**src/rtl/core/iswi_pkg.sv**
```systemverilog
`default_nettype none
package iswi_pkg;
  localparam int CAPACITY_DEF = 32;
  localparam int KEY_W = 32;
  localparam int IDX_W = 5;

  typedef struct packed {
    logic [KEY_W-1:0] key;
    logic [IDX_W-1:0] idx;
  } entry_t;

  function automatic logic [KEY_W-1:0] order_of(input logic [KEY_W-1:0] bits);
    logic [KEY_W-1:0] b;
    b = (bits == {1'b1, {(KEY_W-1){1'b0}}}) ? '0 : bits;
    order_of = b[KEY_W-1] ? ~b : (b | {1'b1, {(KEY_W-1){1'b0}}});
  endfunction
endpackage
`default_nettype wire

```
**src/rtl/core/iswi_cell.sv**
```systemverilog
`default_nettype none
module iswi_cell
  import iswi_pkg::*;
(
  input  wire logic   clk,
  input  wire logic   ins,
  input  wire logic   shift_out,
  input  wire entry_t new_e,
  input  wire logic   left_full,
  input  wire entry_t left_e,
  input  wire logic   left_gt,
  input  wire entry_t right_e,
  input  wire logic   pos_full,
  output entry_t      e_q,
  output logic        gt
);
  entry_t e_r;
  entry_t e_nxt;

  assign gt  = pos_full && (order_of(e_r.key) > order_of(new_e.key));
  assign e_q = e_r;

  always_comb begin
    e_nxt = e_r;
    if (shift_out) begin
      e_nxt = right_e;
    end else if (ins) begin
      if (left_gt && left_full) begin
        e_nxt = left_e;
      end else if (gt || !pos_full) begin
        e_nxt = new_e;
      end
    end
  end

  always_ff @(posedge clk) begin
    e_r <= e_nxt;
  end
endmodule
`default_nettype wire

```
**config.mk**
```make
export PLATFORM = sky130hd
export DESIGN_NAME = iswi_cell
export DESIGN_NICKNAME = d
export VERILOG_FILES = /design/src/rtl/core/iswi_pkg.sv /design/src/rtl/core/iswi_cell.sv
export SDC_FILE = /design/constraint.sdc
export NUM_CORES = 1
export LEC_CHECK = 0
export ABC_CLOCK_PERIOD_IN_PS = 5000
export BUFFER_PORTS_ARGS = -buffer_cell sky130_fd_sc_hd__buf_2
export CAP_MARGIN = 20
export CORE_ASPECT_RATIO = 0.5
export CORE_UTILIZATION = 49
export CTS_CLUSTER_SIZE = 40
export DETAILED_ROUTE_END_ITERATION = 6
export GPL_TIMING_DRIVEN = 1
export PLACE_DENSITY_LB_ADDON = 0.2
export SYNTH_ARGS = -nofsm -noshare
export SYNTH_HDL_FRONTEND = slang
export SYNTH_SLANG_ARGS = --single-unit
```
**constraint.sdc**
```tcl
create_clock -name clk -period 5 [get_ports clk]
set_input_delay 0.5 -clock clk [delete_from_list [all_inputs] [get_ports clk]]
set_output_delay 0.5 -clock clk [all_outputs]
set_load 0.05 [all_outputs]
```
==> impl_metrics.prom <==
# TYPE chip_impl_metric gauge
chip_impl_metric{name="boundaryPins",unit=""} 155
chip_impl_metric{name="core-area",unit="sq um"} 6860
chip_impl_metric{name="synth_fp_nets",unit=""} 558
chip_impl_metric{name="synth.area.mux_share",unit="%"} 10.4
chip_impl_metric{name="antenna_found_initial",unit=""} 0
chip_impl_metric{name="cellPowerDensity",unit="nW/um^2"} 313
chip_impl_info{name="critical_path.reg2reg.endpoint",value="e_q[10]"} 1
chip_impl_metric{name="worst_skew_pair.late_latency",unit="ps"} 280
chip_impl_metric{name="power_leakage",unit="nW"} 2.27
chip_impl_metric{name="power",unit="W"} 0.00142
chip_impl_metric{name="post_synth_and_or_nand_nor_area_fraction",unit="%"} 18.8
chip_impl_metric{name="synthArstFlopShare",unit="%"} 0
chip_impl_metric{name="final_period_minus_worst_setup_slack",unit="ps"} 4380
chip_impl_metric{name="drive_above_1_share",unit="%"} 31.0
chip_impl_metric{name="die_area",unit="sq um"} 7640
chip_impl_info{name="hp-start",value="right_e[19]"} 1
chip_impl_info{name="post_synth_main_area_contributors",value="sky130_fd_sc_hd__edfxtp_1 31%, sky130_fd_sc_hd__ha_1 11%, sky130_fd_sc_hd__mux2i_1 10%"} 1
chip_impl_metric{name="post_synth_instance_area",unit="sq um"} 3560
chip_impl_metric{name="final_core_util",unit="%"} 66.0
chip_impl_metric{name="max_slew.worst_pin.slew",unit="ps"} 1060
chip_impl_metric{name="gr-usage-all-layers",unit="%"} 25.9
chip_impl_metric{name="post_cts_resize_count",unit=""} 0
chip_impl_metric{name="finClkSkew",unit="ps"} 3.72
chip_impl_info{name="cts-root-buf",value="sky130_fd_sc_hd__clkbuf_16"} 1
chip_impl_metric{name="fillerInstances",unit=""} 619
chip_impl_info{name="hold_path.class",value="input port to flip-flop"} 1
chip_impl_metric{name="post_drt_wl_per_cell",unit="um"} 15.3
chip_impl_metric{name="globalRouteOverflowTotal",unit=""} 0
chip_impl_metric{name="worst_setup_hold_path_clk_slew",unit="ps"} 60
chip_impl_metric{name="synth-edff-count",unit=""} 37
chip_impl_metric{name="number_of_nets_at_the_end_of_the_flow",unit=""} 697
chip_impl_metric{name="hold-path-cell-count",unit=""} 3
chip_impl_metric{name="fmaxAchievable",unit="GHz"} 0.228
chip_impl_metric{name="largest_register_ff_count",unit=""} 37
chip_impl_metric{name="drv.max_cap_violation_count",unit=""} 0
chip_impl_metric{name="holdBufCountCts",unit=""} 0
chip_impl_metric{name="clk_path_buf_depth",unit=""} 2
chip_impl_metric{name="fraction_of_synthesized_cell_area_in_xor_and_xnor_cells",unit="%"} 15.2
chip_impl_metric{name="first_iter_violations",unit=""} 169
chip_impl_metric{name="post_cts_buffers",unit=""} 0
chip_impl_metric{name="ys_seq_elements",unit=""} 37
chip_impl_metric{name="number_of_endpoints_with_negative_hold_slack_in_the_final_report",unit=""} 0
chip_impl_info{name="synth_top_family_by_area",value="simple AND/OR/NAND/NOR gates"} 1
chip_impl_info{name="worstSetupEndpointType",value="output port"} 1
chip_impl_metric{name="largest_voltage_drop_on_the_vdd_net",unit="uV"} 160
chip_impl_metric{name="synth_largest_type_area_fraction",unit="%"} 31.2
chip_impl_metric{name="ff2ff_setup_slack",unit="ps"} 730
chip_impl_info{name="r2r-start",value="e_q[13]"} 1
chip_impl_metric{name="synth-compound-area-share",unit="%"} 10.4
chip_impl_metric{name="final_weighted_congestion_in_routability_driven_placement",unit=""} 0.886
chip_impl_metric{name="dp_hpwl",unit="um"} 7440
chip_impl_metric{name="regArea",unit="sq um"} 1110
chip_impl_metric{name="drc",unit=""} 0
chip_impl_metric{name="reg2reg_depth",unit=""} 11
chip_impl_info{name="worstHoldEndpoint",value="e_q[19]"} 1
chip_impl_info{name="library_cell_occupying_the_most_area_in_the_post_synthesis_netlist",value="sky130_fd_sc_hd__edfxtp_1"} 1
chip_impl_metric{name="grt_start_max_net_pins",unit=""} 76
chip_impl_metric{name="detail_route.vias_per_cell",unit=""} 5.35
chip_impl_metric{name="maxSlewViolCount",unit=""} 0
chip_impl_metric{name="critical_path.max_fanout",unit=""} 23
chip_impl_metric{name="synth_area_per_cell",unit="sq um"} 8.69
chip_impl_metric{name="buffer_ports.inserted",unit=""} 154
chip_impl_metric{name="synth_sequential_area_ratio",unit="%"} 31.2
chip_impl_metric{name="grt_pass1_wl",unit="um"} 15300
chip_impl_info{name="tritoncts",value="built"} 1
chip_impl_info{name="rsz_0062_raised_after_global_routing",value="false"} 1
chip_impl_info{name="synth_top_flop_cell",value="sky130_fd_sc_hd__edfxtp_1"} 1
chip_impl_metric{name="yosys_warnings",unit=""} 0
chip_impl_metric{name="antenna_diode_count",unit=""} 0
chip_impl_metric{name="tritoncts.num_buffers",unit=""} 5
chip_impl_metric{name="fp.dieW",unit="um"} 123
chip_impl_metric{name="first_pass_iters",unit=""} 7
chip_impl_metric{name="number_of_unique_standard_cell_types_used_by_synthesis",unit=""} 34
chip_impl_metric{name="multi_input_area",unit="sq um"} 2350
chip_impl_metric{name="timing.max_slew.rel_slack",unit="%"} 29.2
chip_impl_metric{name="dr_total_vias",unit=""} 3427
chip_impl_info{name="outcome",value="finished, final reports clean"} 1
chip_impl_info{name="crit_type",value="flip-flop to output port"} 1
chip_impl_metric{name="worstPathArrival",unit="ps"} 3880
chip_impl_metric{name="final.period_utilization",unit="%"} 87.6
chip_impl_metric{name="synth_cells",unit=""} 410
chip_impl_metric{name="data_required_critical_path",unit="ps"} 4500
chip_impl_metric{name="die-height",unit="um"} 62.3
chip_impl_metric{name="fin_setup_tns",unit="ps"} 0
chip_impl_metric{name="area_growth_syn_to_layout",unit="%"} 27.0
chip_impl_metric{name="placementRows",unit=""} 21
chip_impl_metric{name="numClockSinks",unit=""} 37
chip_impl_metric{name="h_tree_levels",unit=""} 2
chip_impl_metric{name="grt_pass1_vias",unit=""} 3148
chip_impl_metric{name="yosys.area_share.adder",unit="%"} 10.9
chip_impl_metric{name="initial_core_util",unit="%"} 52.0
chip_impl_metric{name="antenna_left",unit=""} 0
chip_impl_info{name="critical_path.startpoint_type",value="flip-flop"} 1
chip_impl_metric{name="final-setup-viol-count",unit=""} 0
chip_impl_metric{name="routed_wl",unit="um"} 9780
[worst max-delay path: stages (launching register included)]
cell and delay, ps:
sky130_fd_sc_hd__edfxtp_1 450, sky130_fd_sc_hd__nor4_1 410, sky130_fd_sc_hd__nand4_1 260, sky130_fd_sc_hd__nor2_2 410
sky130_fd_sc_hd__buf_12 220, sky130_fd_sc_hd__nor2_1 70, sky130_fd_sc_hd__ha_1 320, sky130_fd_sc_hd__nand4_1 160
sky130_fd_sc_hd__nor4_1 390, sky130_fd_sc_hd__o21ai_1 120, sky130_fd_sc_hd__a21oi_1 240, sky130_fd_sc_hd__o21ai_1 80
sky130_fd_sc_hd__a21boi_1 180, sky130_fd_sc_hd__buf_2 290
[cells in the final DEF (no fill, tap or decap), drive strengths merged]
master / n
a211o: 1
a21boi: 1
a21o: 3
a21oi: 10
a221o: 2
a31oi: 1
and2: 2
and4: 2
buf: 159
clkbuf: 5
clkinv: 1
edfxtp: 37
ha: 31
inv: 1
mux2i: 37
nand2: 74
nand3: 4
nand4: 11
nor2: 34
nor2b: 1
nor3: 1
nor4: 15
nor4b: 3
o211ai: 1
o21a: 1
o21ai: 46
o221ai: 1
or2: 1
xnor2: 30
xor2: 32
[logic make-up after synthesis]
| logic type | count (synthesis) |
|---|---|
| AOI/OAI and AO/OA | 67 |
| and+or+nand+nor | 148 |
| buffers and inverters | 28 |
| adders and majority gates | 31 |
| muxes | 37 |
| DFF | 37 |
| xor gates and xnor gates | 62 |
[layout make-up]
class | count | area share [%]
Clock inverter | 1 | 0.111
Inverter | 1 | 0.0829
Tap cell | 92 | 2.54
Multi-Input combinational cell | 345 | 51.8
Sequential cell | 37 | 24.5
Timing Repair Buffer | 159 | 18.1
Clock buffer | 5 | 2.76
[cell usage after synthesis, drive strengths merged (3+ instances only)]
cell type and n:
o21ai 46, nor2 34, xnor2 30, nand4 11, nor4b 3, ha 31, nand2 74, edfxtp 37
xor2 32, clkbuf 21, nor4 15, mux2i 37, nand3 4, buf 6, a21o 3, a21oi 10
[layer usage]
metal | track usage, % | part of all wire (%) | vias to the layer above
met3 | 5.97 | 7.2 | 4
met2 | 40.1 | 44 | 114
met5 | 0 | 0 | -
met4 | 3.66 | 0.45 | 0
met1 | 37.3 | 48 | 1567
li1 | - | - | 1742
[where the power goes]
group	internal, W	switching, W	total (W)
Sequential	0.000401	0.0000408	0.000442
Clock	0.000178	0.000124	0.000302
Combinational	0.000248	0.000425	0.000674
[metrics by stage]
step / hold slack, ps / worst slack (ps) / cell area [sq um] / std cells
2_1_floorplan: 694 / 746 / 3560 / 410
4_1_cts: 501 / 618 / 4530 / 640
5_1_grt: 510 / 231 / 4530 / 640
3_5_place_dp: 790 / 545 / 4400 / 634
6_report: 501 / 621 / 4530 / 640
3_3_place_gp: 783 / 568 / 4400 / 634
[worst max path at each step]
stage,startpoint,endpoint,slack [ps],cells after the start
after floorplan,e_q[36],e_q[0],750,12
after global placement,new_e[9],e_q[12],570,12
after detailed placement,new_e[9],e_q[14],550,12
after CTS,e_q[26],gt,620,13
after global routing,e_q[26],gt,230,13
final,e_q[13],gt,620,13
Note: power is estimated with default switching activity, not from simulation.
